[src/rtl/led_ring_flash_controller_unit_macros.svh]
// Assertion macros for the LED ring flash controller.
`ifndef LED_RING_FLASH_CONTROLLER_UNIT_MACROS_SVH
`define LED_RING_FLASH_CONTROLLER_UNIT_MACROS_SVH
`ifndef NO_ASSERTIONS
`define LRFC_ASSERT_IMPL(label, ante, cons) \
  label: assert property (@(posedge clk_i) disable iff (!rst_ni) (ante) |-> (cons)) \
    else $error("lrfc assertion failed");
`define LRFC_ASSERT_NEXT(label, ante, cons) \
  label: assert property (@(posedge clk_i) disable iff (!rst_ni) (ante) |=> (cons)) \
    else $error("lrfc assertion failed");
`else
`define LRFC_ASSERT_IMPL(label, ante, cons)
`define LRFC_ASSERT_NEXT(label, ante, cons)
`endif
`endif

[src/rtl/lrfc_pkg.sv]
// Shared types and constants for the LED ring flash controller.
package lrfc_pkg;

  localparam int unsigned LRFC_CHANNELS = 16;

  localparam logic [7:0] COUNT_ENDLESS = 8'd255;
  localparam logic [3:0] DUR_HOLD      = 4'd15;
  localparam logic [4:0] SRC_NONE      = 5'd16;

  // configuration register indexes
  localparam logic [1:0] REG_INVERT_MASK  = 2'd0;
  localparam logic [1:0] REG_LAYERED_MODE = 2'd1;

  typedef enum logic [3:0] {
    OP_TICK          = 4'd0,
    OP_START         = 4'd1,
    OP_STOP          = 4'd2,
    OP_STOP_UNMASKED = 4'd3,
    OP_STOP_ALL      = 4'd4,
    OP_SET_SEGMENT   = 4'd5,
    OP_SELECT        = 4'd6,
    OP_FILL          = 4'd7,
    OP_MAP           = 4'd8,
    OP_UNMAP_ALL     = 4'd9
  } op_e;

  // one command word as held in the input register
  typedef struct packed {
    logic        fire;
    op_e         op;
    logic [3:0]  channel;
    logic [7:0]  flash_count;
    logic [3:0]  on_ticks;
    logic [3:0]  off_ticks;
    logic        start_on;
    logic [7:0]  tick_step;
    logic [3:0]  position;
    logic [4:0]  flash_source;
    logic [15:0] keep_mask;
    logic        segment_on;
  } cmd_t;

  // per-channel tick outcome
  typedef struct packed {
    logic upd;   // write the channel's phase (layered) or segment (direct) bit
    logic val;   // value to write
    logic fin;   // layered count reached zero
  } chan_evt_t;

endpackage

[src/rtl/lrfc_chan.sv]
// One flash channel: count, accumulator and durations with tick expiry logic.
module lrfc_chan import lrfc_pkg::*; #(
  parameter int unsigned Idx = 0
) (
  input  logic      clk_i,
  input  logic      rst_ni,
  input  cmd_t      cmd_i,
  input  logic      layered_i,
  input  logic      phase_i,
  output chan_evt_t evt_o
);

  logic [7:0]  count_q, count_d;
  logic [15:0] acc_q, acc_d;
  logic [3:0]  on_q, on_d;
  logic [3:0]  off_q, off_d;

  logic        is_tick, active, expire, hit;
  logic [15:0] acc_sum;
  logic [3:0]  dur;

  assign hit     = cmd_i.channel == 4'(Idx);
  assign is_tick = cmd_i.fire && (cmd_i.op == OP_TICK);
  assign active  = count_q != 8'd0;
  assign acc_sum = acc_q + 16'(cmd_i.tick_step);
  assign dur     = phase_i ? on_q : off_q;
  assign expire  = is_tick && active && (acc_sum >= 16'(dur));

  always_comb begin
    count_d = count_q;
    acc_d   = acc_q;
    on_d    = on_q;
    off_d   = off_q;
    if (cmd_i.fire) begin
      case (cmd_i.op)
        OP_TICK: begin
          if (active) begin
            acc_d = expire ? acc_sum - 16'(dur) : acc_sum;
            if (expire && count_q != COUNT_ENDLESS) begin
              count_d = count_q - 8'd1;
            end
          end
        end
        OP_START: begin
          if (hit) begin
            count_d = cmd_i.flash_count;
            acc_d   = '0;
            on_d    = cmd_i.on_ticks;
            off_d   = cmd_i.off_ticks;
          end
        end
        OP_STOP: begin
          if (hit) count_d = '0;
        end
        OP_STOP_UNMASKED: begin
          if (!cmd_i.keep_mask[Idx]) count_d = '0;
        end
        OP_STOP_ALL: count_d = '0;
        default: ;
      endcase
    end
  end

  always_comb begin
    evt_o.upd = expire && (layered_i || on_q != DUR_HOLD);
    if (layered_i) begin
      evt_o.val = phase_i ? (on_q == DUR_HOLD) : (off_q != DUR_HOLD);
    end else begin
      evt_o.val = !phase_i;
    end
    evt_o.fin = expire && layered_i && (count_q == 8'd1);
  end

  always_ff @(posedge clk_i or negedge rst_ni) begin
    if (!rst_ni) begin
      count_q <= '0;
      acc_q   <= '0;
      on_q    <= '0;
      off_q   <= '0;
    end else begin
      count_q <= count_d;
      acc_q   <= acc_d;
      on_q    <= on_d;
      off_q   <= off_d;
    end
  end

endmodule

[src/rtl/lrfc_map.sv]
// Segment-to-channel source map and the LED drive word built from it.
module lrfc_map import lrfc_pkg::*; #(
  parameter int unsigned CHANNELS = LRFC_CHANNELS
) (
  input  logic        clk_i,
  input  logic        rst_ni,
  input  cmd_t        cmd_i,
  input  logic [15:0] fin_i,
  input  logic [15:0] seg_i,
  input  logic [15:0] phase_i,
  input  logic [15:0] invert_i,
  output logic [15:0] drive_o
);

  logic [4:0] map_q [CHANNELS];
  logic [4:0] map_d [CHANNELS];
  logic [4:0] src_val;

  assign src_val = (int'(cmd_i.flash_source) < CHANNELS) ? cmd_i.flash_source : SRC_NONE;

  always_comb begin
    for (int s = 0; s < CHANNELS; s++) begin
      map_d[s] = map_q[s];
      if (cmd_i.fire) begin
        case (cmd_i.op)
          OP_TICK: begin
            if (map_q[s] != SRC_NONE && fin_i[map_q[s][3:0]]) map_d[s] = SRC_NONE;
          end
          OP_MAP: begin
            if (int'(cmd_i.channel) == s) map_d[s] = src_val;
          end
          OP_UNMAP_ALL: map_d[s] = SRC_NONE;
          default: ;
        endcase
      end
    end
  end

  // drive word from the state after this command
  always_comb begin
    drive_o = '0;
    for (int i = 0; i < CHANNELS; i++) begin
      drive_o[i] = invert_i[i] ^
                   ((map_d[i] == SRC_NONE) ? seg_i[i] : phase_i[map_d[i][3:0]]);
    end
  end

  always_ff @(posedge clk_i or negedge rst_ni) begin
    if (!rst_ni) begin
      for (int s = 0; s < CHANNELS; s++) map_q[s] <= SRC_NONE;
    end else begin
      for (int s = 0; s < CHANNELS; s++) map_q[s] <= map_d[s];
    end
  end

endmodule

[src/rtl/led_ring_flash_controller_unit.sv]
// LED ring flash controller: one result word per command.
// A command in the input register fires when the output word is not stuck,
// and its result word is then loaded into the output register.
// Throughput: a word per cycle unless stalled; all channels update in parallel.
// Reset (rst_ni low, async): segments, phases, counts, accumulators, durations,
// valid flags and config registers clear; every source map entry reads none.
`include "led_ring_flash_controller_unit_macros.svh"
module led_ring_flash_controller_unit import lrfc_pkg::*; #(
  parameter int unsigned CHANNELS = LRFC_CHANNELS
) (
  input  logic        clk_i,
  input  logic        rst_ni,
  // command channel
  input  logic        in_valid_i,
  output logic        in_stall_o,
  input  logic [3:0]  opcode_i,
  input  logic [3:0]  channel_i,
  input  logic [7:0]  flash_count_i,
  input  logic [3:0]  on_ticks_i,
  input  logic [3:0]  off_ticks_i,
  input  logic        start_on_i,
  input  logic [7:0]  tick_step_i,
  input  logic [3:0]  position_i,
  input  logic [4:0]  flash_source_i,
  input  logic [15:0] keep_mask_i,
  input  logic        segment_on_i,
  // result channel
  output logic        out_valid_o,
  input  logic        out_stall_i,
  output logic [15:0] led_drive_o,
  output logic [15:0] finished_mask_o,
  output logic [15:0] segment_word_o,
  // configuration write channel
  input  logic        cfg_valid_i,
  output logic        cfg_ready_o,
  input  logic [1:0]  cfg_index_i,
  input  logic [15:0] cfg_data_i
);

  localparam logic [15:0] ChanMask = 16'((17'd1 << CHANNELS) - 17'd1);

  // config registers
  logic [15:0] invert_q;
  logic        layered_q;

  // input register stage
  logic        in_valid_q;
  cmd_t        cmd_q;
  cmd_t        exec;
  logic        fire;

  // shared ring state
  logic [15:0] seg_q, seg_d;
  logic [15:0] phase_q, phase_d;
  logic [15:0] fin;
  logic [15:0] drive;

  // output register
  logic        out_valid_q;
  logic [15:0] drive_q, fin_q, segw_q;

  chan_evt_t   evt [CHANNELS];

  // the input register only holds when the output word is stuck
  assign in_stall_o  = in_valid_q && out_valid_q && out_stall_i;
  assign fire        = in_valid_q && !(out_valid_q && out_stall_i);
  assign cfg_ready_o = 1'b1;

  always_comb begin
    exec      = cmd_q;
    exec.fire = fire;
  end

  always_ff @(posedge clk_i or negedge rst_ni) begin
    if (!rst_ni) begin
      invert_q  <= '0;
      layered_q <= 1'b0;
    end else if (cfg_valid_i) begin
      case (cfg_index_i)
        REG_INVERT_MASK:  invert_q  <= cfg_data_i;
        REG_LAYERED_MODE: layered_q <= cfg_data_i[0];
        default: ;
      endcase
    end
  end

  always_ff @(posedge clk_i or negedge rst_ni) begin
    if (!rst_ni) begin
      in_valid_q <= 1'b0;
    end else if (!in_stall_o) begin
      in_valid_q <= in_valid_i;
    end
  end

  always_ff @(posedge clk_i) begin
    if (!in_stall_o && in_valid_i) begin
      cmd_q.fire         <= 1'b0;
      cmd_q.op           <= op_e'(opcode_i);
      cmd_q.channel      <= channel_i;
      cmd_q.flash_count  <= flash_count_i;
      cmd_q.on_ticks     <= on_ticks_i;
      cmd_q.off_ticks    <= off_ticks_i;
      cmd_q.start_on     <= start_on_i;
      cmd_q.tick_step    <= tick_step_i;
      cmd_q.position     <= position_i;
      cmd_q.flash_source <= flash_source_i;
      cmd_q.keep_mask    <= keep_mask_i;
      cmd_q.segment_on   <= segment_on_i;
    end
  end

  // per-channel counters; phase seen is the segment bit in direct mode
  for (genvar c = 0; c < CHANNELS; c++) begin : g_chan
    lrfc_chan #(
      .Idx(c)
    ) u_chan (
      .clk_i    (clk_i),
      .rst_ni   (rst_ni),
      .cmd_i    (exec),
      .layered_i(layered_q),
      .phase_i  (layered_q ? phase_q[c] : seg_q[c]),
      .evt_o    (evt[c])
    );
  end

  always_comb begin
    fin = '0;
    for (int c = 0; c < CHANNELS; c++) fin[c] = evt[c].fin;
  end

  // segment and phase words
  always_comb begin
    seg_d   = seg_q;
    phase_d = phase_q;
    if (fire) begin
      case (cmd_q.op)
        OP_TICK: begin
          for (int c = 0; c < CHANNELS; c++) begin
            if (evt[c].upd) begin
              if (layered_q) phase_d[c] = evt[c].val;
              else           seg_d[c]   = evt[c].val;
            end
          end
        end
        OP_START: begin
          if (int'(cmd_q.channel) < CHANNELS) seg_d[cmd_q.channel] = cmd_q.start_on;
        end
        OP_STOP: begin
          if (int'(cmd_q.channel) < CHANNELS) seg_d[cmd_q.channel] = 1'b0;
        end
        OP_STOP_UNMASKED: begin
          for (int i = 0; i < CHANNELS; i++) begin
            if (!cmd_q.keep_mask[i]) seg_d[i] = 1'b0;
          end
        end
        OP_STOP_ALL:    seg_d = '0;
        OP_SET_SEGMENT: seg_d[cmd_q.channel] = cmd_q.segment_on;
        OP_SELECT:      seg_d = 16'd1 << cmd_q.position;
        OP_FILL: begin
          // all segments up to and including position
          for (int i = 0; i < 16; i++) seg_d[i] = (5'(i) <= {1'b0, cmd_q.position});
        end
        default: ;
      endcase
    end
  end

  always_ff @(posedge clk_i or negedge rst_ni) begin
    if (!rst_ni) begin
      seg_q   <= '0;
      phase_q <= '0;
    end else begin
      seg_q   <= seg_d;
      phase_q <= phase_d;
    end
  end

  lrfc_map #(
    .CHANNELS(CHANNELS)
  ) u_map (
    .clk_i   (clk_i),
    .rst_ni  (rst_ni),
    .cmd_i   (exec),
    .fin_i   (fin),
    .seg_i   (seg_d),
    .phase_i (phase_d),
    .invert_i(invert_q),
    .drive_o (drive)
  );

  // result register; drains when taken, refills on every fired command
  always_ff @(posedge clk_i or negedge rst_ni) begin
    if (!rst_ni) begin
      out_valid_q <= 1'b0;
    end else if (fire) begin
      out_valid_q <= 1'b1;
    end else if (!out_stall_i) begin
      out_valid_q <= 1'b0;
    end
  end

  always_ff @(posedge clk_i) begin
    if (fire) begin
      drive_q <= drive;
      fin_q   <= fin;
      segw_q  <= seg_d;
    end
  end

  assign out_valid_o     = out_valid_q;
  assign led_drive_o     = drive_q;
  assign finished_mask_o = fin_q;
  assign segment_word_o  = segw_q;

  `LRFC_ASSERT_NEXT(a_fire_loads_out, fire, out_valid_q)
  `LRFC_ASSERT_IMPL(a_stall_only_when_full, in_stall_o, in_valid_q && out_valid_q)
  `LRFC_ASSERT_IMPL(a_no_bits_past_ring, out_valid_q,
                    ((drive_q | fin_q) & ~ChanMask) == 16'd0)
  `LRFC_ASSERT_IMPL(a_fin_only_layered, out_valid_q && fin_q != 16'd0, layered_q)

endmodule
[config.mk]
export PLATFORM = sky130hd
export DESIGN_NAME = led_ring_flash_controller_unit
export DESIGN_NICKNAME = d
export VERILOG_FILES = /design/src/rtl/lrfc_pkg.sv /design/src/rtl/lrfc_chan.sv /design/src/rtl/lrfc_map.sv /design/src/rtl/led_ring_flash_controller_unit.sv
export VERILOG_INCLUDE_DIRS = /design/src /design/src/rtl
export SDC_FILE = /design/constraint.sdc
export NUM_CORES = 2
export LEC_CHECK = 0
export ABC_AREA = 0
export BUFFER_PORTS_ARGS = -buffer_cell sky130_fd_sc_hd__buf_2
export CAP_MARGIN = 5
export CORE_ASPECT_RATIO = 1.1
export CORE_UTILIZATION = 40
export DETAILED_ROUTE_END_ITERATION = 6
export MAX_ROUTING_LAYER = met4
export SYNTH_ARGS = -nofsm -noshare
export SYNTH_HDL_FRONTEND = slang
export SYNTH_SLANG_ARGS = --single-unit
[constraint.sdc]
create_clock -name clk_i -period 21.1 [get_ports clk_i]
set_input_delay 4.22 -clock clk_i [delete_from_list [all_inputs] [get_ports clk_i]]
set_output_delay 4.22 -clock clk_i [all_outputs]
set_load 0.02 [all_outputs]
Word level (Yosys, flattened, before mapping)
Cells that the tools add are included.
Word-level totals
  register bits: 750
  input port bits: 82
  output and inout port bits: 51
  word-level logic and storage cells: 1150
Cells by class
  $add $sub $neg: 48
  order comparisons: 66
  eq/ne operators: 233
  shift operators: 1
  mux-type cells: 459
  bitwise operators: 18
  reduce and logical (&&, ||, !) cells: 225
Operators with widths (count)
  two-way mux 16 bit: 51
  two-way mux 8 bit: 80
  case mux 8 bit (5 select lines): 16
  case mux 16 bit (2 select lines): 16
  adder 16 x 8 -> 16 bit: 16
  >= comparator 16 x 4 -> 1 bit: 16
  subtractor 16 x 4 -> 16 bit: 16
  two-way mux 5 bit: 49
  case mux 5 bit (3 select lines): 16
  two-way mux 1 bit: 179
  < comparator 4 x 5 -> 1 bit, second input constant: 33
  == test 4 bit, second input constant: 34
  binary-select mux 1 bit (select 4 bit): 32
  == test 8 x 1 -> 1 bit, second input constant: 16
  inequality test 2 x 1 -> 1 bit, second input constant: 64
  inequality test 4 bit, second input constant: 32
  inequality test 8 bit, second input constant: 16
  case mux 16 bit (8 select lines): 1
  nonzero test 8 bit: 16
  subtractor 8 x 1 -> 8 bit, second input constant: 16
  logical AND 1 bit: 119
  AND reduction 7 bit: 16
  == test 5 bit, second input constant: 16
  inequality test 5 bit, second input constant: 16
  other kinds (27): 168

Logic depth before layout (Yosys ltp)
  word-level depth: 18
  gate-level depth with buffers: 32
  mapped depth without buffers: 24

Hierarchy
A second synthesis with hierarchy kept.
Unflattened totals
  cells, all modules: 7164
  area, all modules: 63101.8 µm²
Modules (own cells, without submodules)
  lrfc_map: times used 1, cells each 1321, area each 11292.1 µm², seq. area each 2021.9 µm²
  lrfc_chan at g_chan[11].u_chan ...: times used 3, cells each 341, area each 2846.5 µm², seq. area each 800.8 µm²
  lrfc_chan at g_chan[15].u_chan ...: times used 3, cells each 341, area each 2845.2 µm², seq. area each 800.8 µm²
  led_ring_flash_controller_unit: times used 1, cells each 465, area each 6585.1 µm², seq. area each 4489.3 µm²
  lrfc_chan at g_chan[12].u_chan ...: times used 2, cells each 343, area each 2865.2 µm², seq. area each 800.8 µm²
  lrfc_chan at g_chan[5].u_chan ...: times used 2, cells each 332, area each 2805.2 µm², seq. area each 800.8 µm²
  lrfc_chan at g_chan[8].u_chan: times used 1, cells each 332, area each 2909.0 µm², seq. area each 800.8 µm²
  lrfc_chan at g_chan[4].u_chan: times used 1, cells each 344, area each 2867.8 µm², seq. area each 800.8 µm²
  lrfc_chan at g_chan[0].u_chan: times used 1, cells each 341, area each 2842.7 µm², seq. area each 800.8 µm²
  lrfc_chan at g_chan[7].u_chan: times used 1, cells each 332, area each 2802.7 µm², seq. area each 800.8 µm²
  lrfc_chan at g_chan[9].u_chan: times used 1, cells each 313, area each 2700.1 µm², seq. area each 800.8 µm²
  lrfc_chan at g_chan[10].u_chan: times used 1, cells each 320, area each 2686.3 µm², seq. area each 800.8 µm²

Worst setup path after synthesis
No wires, ideal clock.
  path kind: input to register
  start point: input port out_stall_i
  end point: register drive_q[7], in the netlist led_drive_o[7] (data pin)
  library setup time: 0.258 ns
  data arrival time: 9.082 ns
  required time: 20.842 ns
  slack: 11.760 ns
  cell stages on the path: 20
  buffers on the path: 2
  path through: a21bo_2 > buf_2 > inv_1 > nand2_1 > a21oi_2 > nand4_1 > nand2b_1 > inv_2 > buf_2 > nand2_1 > a2111oi_0 > a2111oi_0 > o311a_1 > a31oi_1 > inv_1 > a2111oi_0 > a21oi_1 > a211oi_1 > o22ai_1 > xnor2_1
RTL lines
  start: declaration: RTL line led_ring_flash_controller_unit.sv:29  | input logic out_stall_i,
  end signal: assignment: RTL line led_ring_flash_controller_unit.sv:204  | drive_q <= drive;
  end: declaration: RTL line led_ring_flash_controller_unit.sv:60  | logic [15:0] drive_q, fin_q, segw_q;

Final worst setup path
  start point: input port out_stall_i
  end point: register drive_q[4], in the netlist led_drive_o[4] (data pin)
Between the ends
  word-level cells in the longest chain between the ends: 18
  elaborated cells on any way between the ends: 116
  those cells by class: eq/ne (1); mux (29); bitwise (1); reduce/logical (85)
RTL lines
  logical AND 1 bit *: RTL line led_ring_flash_controller_unit.sv:66  | assign fire = in_valid_q && !(out_valid_q && out_stall_i);
  logical NOT 1 bit *: RTL line led_ring_flash_controller_unit.sv:66
  logical AND 1 bit *: RTL line led_ring_flash_controller_unit.sv:66
  logical AND 1 bit: RTL line lrfc_chan.sv:23  | assign is_tick = cmd_i.fire && (cmd_i.op == OP_TICK);
  logical AND 1 bit (2 in a row): RTL line lrfc_chan.sv:27  | assign expire = is_tick && active && (acc_sum >= 16'(dur));
  logical AND 1 bit (2 in a row): RTL line lrfc_chan.sv:71  | evt_o.fin = expire && layered_i && (count_q == 8'd1);
  binary-select mux 1 bit (select 4 bit): RTL line lrfc_map.sv:27  | if (map_q[s] != SRC_NONE && fin_i[map_q[s][3:0]]) map_d[s] = SRC_NONE;
  two-way mux 1 bit (implied by the code): RTL line lrfc_map.sv:27
  logical AND 1 bit: RTL line lrfc_map.sv:27
  two-way mux 5 bit: RTL line lrfc_map.sv:27
  case mux 5 bit (3 select lines): RTL line lrfc_map.sv:25  | case (cmd_i.op)
  two-way mux 5 bit: RTL line lrfc_map.sv:24  | if (cmd_i.fire) begin
  binary-select mux 1 bit (select 4 bit): RTL line lrfc_map.sv:44  | ((map_d[i] == SRC_NONE) ? seg_i[i] : phase_i[map_d[i][3:0]]);
  two-way mux 1 bit (implied by the code): RTL line lrfc_map.sv:44
  two-way mux 1 bit *: RTL line lrfc_map.sv:44
  XOR 1 bit *: RTL line lrfc_map.sv:43  | drive_o[i] = invert_i[i] ^
  via drive[4]: RTL line led_ring_flash_controller_unit.sv:56  | logic [15:0] drive;
Mark *: on every way through the listed nets, which the timed path passes. The rest lies on a longest branch. The select of a mux whose other input is x is not followed.
A chain may end at the register's enable or synchronous reset.

==> flow_summary.toml <==
[run_status]
outcome = "complete, no violations"

[clock_tree]
numCtsBuffers = 92
cts-resized-gates = 0
holdBufCountCts = 0
cts_max_level = 3
clk_pin_slew_worst_paths_ns = 0.06
cts-root-buf = "clkbuf_16"
cts_sinks = 750
clk_path_buf_depth = 3
post_cts_buffers = 0
cts_tree = "built"
worstSkewPairLatency_ns = 0.76

[timing]
hold_viol_final = 0
drv_slew = 0
rsz0062_at_grt = "false"
skew_ns = 0.0550
fmax_ghz = 0.0982
setup_tns_ns = 0
period_minus_slack_ns = 10.19
final.period_utilization_pct = 48.3
final-setup-viol-count = 0
slew-limit-headroom_pct = 7.65
whs_ns = 0.483
worst_pin_slew_ns = 1.38

[routing]
vias_per_cell = 6.37
wl_per_cell_um = 27.6
wl_um = 245000
first_pass_iters = 6
drc = 0
num_vias = 56600
drt_iter0_markers = 6071
antenna_left = 0

[power]
peakVddDrop_mv = 0.0765
power.density_mw_per_mm2 = 90.8
p_clk_share_pct = 30.2
p_leak_nw = 27.2
p_comb_share_pct = 35.6
internal_power_w = 0.00354
p_seq_share_pct = 34.2
swShare_pct = 39.7
p_switching_w = 0.00233

[synthesis]
synth_fa_ha_area_share_pct = 6.60
yosysSeqAreaShare_pct = 33.2
postSynthCellCount = 6827
synth-compound-area-share_pct = 24.3
synth_top_family_by_area = "compound AO/OA/AOI/OAI gates"
ys_ff_latch = 750
synth.area.mux_share_pct = 7.94
ys_types = 123
netlist_top_cells_area = "dfrtp_1 27%, o21ai_0 6.3%, edfxtp_1 5.5%, ha_1 5.5%, nand2_1 4.6%"
synth.cell_area_mm2 = 0.0582
synth.avg_cell_area_um2 = 8.53
yosysTopAreaCellShare_pct = 26.9
yosys.area_share.simple_pct = 19.3
yosys_most_used_dff = "dfrtp_1"
synth_xor_area_share_pct = 4.65
ys_top_cells_by_count = "736 x o21ai_0, 719 x nand2_1, 627 x dfrtp_1"
postSynthNetCount = 7197
yosysWarningCount = 0
synth-edff-count = 107
synthArstFlopShare_pct = 85.7
synth_most_common_cell = "o21ai_0"
synth_top_area_cell = "dfrtp_1"

[worst_setup_path]
cp-end-kind = "flop"
max_stage_delay_ns = 0.84
crit_required_ns = 21.58
crit_arrival_ns = 10.66
slowest_stage = "nor4_1"
cp_cell_sequence = "buf_2, a21bo_2, or4_1, buf_4, nor2_4, nand2_1, nor4_1, nand2_1, o211ai_1, and4_1, nand4b_1, a31oi_1, mux2i_1, mux2i_1, a32oi_1, nand3_1, xor2_1"
startpoint_type = "primary input"
path_class = "in2reg"
cp_max_fo = 19

[cells_and_area]
utilization_pct = 44.8
layout-drive-gt1-share_pct = 11.0
syn_to_final_growth_pct = 11.0
fin_nets = 7245

[placed_design]
io_buffers = 131
place.gp.congestion = 1.06
hpwl_um = 180000

[floorplan]
die_w_um = 366
die_h_um = 402
num_rows = 146
design.core.area_mm2 = 0.144
ioPinCount = 133
start_util_pct = 40.4
dieArea_mm2 = 0.147

[grt]
grt_start_max_net_pins = 147
grt_pass1_vias = 53100
antenna_found_initial = 10
overflow = 0
grt_pass1_wl_um = 357000
grt_usage_pct = 33.3

[run]
cap_violations = 0

[hold_path]
hold_class = "reg2reg"
==> layout make-up <==
| cell class | count | area, µm² |
|---|---|---|
| diodes | 8 | 20.0 |
| clock inverters | 44 | 707 |
| fillers | 14100 | 79700 |
| inverters | 285 | 1070 |
| clock buffers | 126 | 2640 |
| flip-flops and latches | 750 | 19300 |
| multi-input cells | 5475 | 36700 |
| repair buffers | 271 | 1750 |
| well taps | 1924 | 2410 |
==> power groups by stage <==
stage	clock [W]	combinational [W]	sequential (W)
after floorplan	0	0.00145	0.00190
after global placement	0	0.00201	0.00201
after detailed placement	0	0.00203	0.00202
after CTS	0.00181	0.00204	0.00199
after global routing	0.00186	0.00228	0.00204
final	0.00177	0.00209	0.00201
==> cell usage in the layout (no fill, tap or decap), types with 120 or more instances in the layout <==
cell type  netlist  final
a21o_1         125    125
a21oi_1        363    358
buf_2           32    130
buf_4            7    137
dfrtp_1        627    626
ha_1           256    256
inv_1          270    268
mux2_2         172    172
mux2i_1        226    222
nand2_1        719    718
nand3_1        183    183
nand4_1        120    120
nor2_1         512    510
nor3_1         164    159
o21ai_0        736    731
xnor2_1        202    202
==> per-layer routing <==
layer	wire length (µm)	track usage [%]	vias up
met5	0	-	-
met2	103000	47.8	2685
met3	22600	6.39	589
li1	-	-	25500
met1	105000	44.6	27800
met4	14000	17.0	0
==> path summary, 6_finish.rpt <==
path | startpoint | to | slack (ns) | depth (start not counted)
max | out_stall_i | led_drive_o[4]$_DFFE_PP_ | 10.91 | 17
min | g_chan[10].u_chan.acc_q[3]$_DFFE_PN0P_ | g_chan[10].u_chan.acc_q[3]$_DFFE_PN0P_ | 0.48 | 2
max reg2reg | layered_q$_DFFE_PN0P_ | led_drive_o[12]$_DFFE_PP_ | 12.15 | 22
min reg2reg | g_chan[10].u_chan.acc_q[3]$_DFFE_PN0P_ | g_chan[10].u_chan.acc_q[3]$_DFFE_PN0P_ | 0.48 | 2
max in group asynchronous | rst_ni | g_chan[1].u_chan.acc_q[9]$_DFFE_PN0P_ | 14.90 | 4
min in group asynchronous | rst_ni | g_chan[9].u_chan.count_q[3]$_DFFE_PN0P_ | 3.43 | 1
==> worst max-delay path, delay by kind of cell <==
| kind | cells | cell delay [ns] |
|---|---|---|
| mux | 2 | 0.36 |
| compound gates | 4 | 1.64 |
| buf+inv | 2 | 0.37 |
| simple gates | 8 | 3.86 |
| xor+xnor | 1 | 0.16 |
==> logic make-up (layout without fill, tap and decap cells) <==
kind of cell	Yosys count	after routing
AND/OR/NAND/NOR	2291	2291
AO/OA/AOI/OAI	2169	2169
flip-flops	750	750
buffers and inverters	602	726
multiplexers	417	417
XOR/XNOR	309	309
adder cells (fa/ha/maj)	288	288
other	1	9
==> sequential cells by signal (all words and copies together) (netlist names) <==
register,count
g_chan.u_chan.on_q,64
in_valid_q,1
g_chan.u_chan.off_q,64
seg_q,16
out_valid_o,1
phase_q,16
invert_q,16
led_drive_o,16
g_chan.u_chan.count_q,128
segment_word_o,16
layered_q,1
u_map.map_q,80
g_chan.u_chan.acc_q,256
cmd_q,59
finished_mask_o,16
==> stage by stage <==
stage	cells	power (W)	setup WS, ns	area (µm²)
after CTS	8875	0.00584	11.09	64600
after detailed placement	8705	0.00404	10.36	61300
after global routing	8880	0.00617	10.74	64700
after floorplan	6827	0.00335	11.76	58200
final	8883	0.00587	10.91	64700
after global placement	8705	0.00402	10.36	61300
No activity file was read; power rests on OpenSTA's default activity.
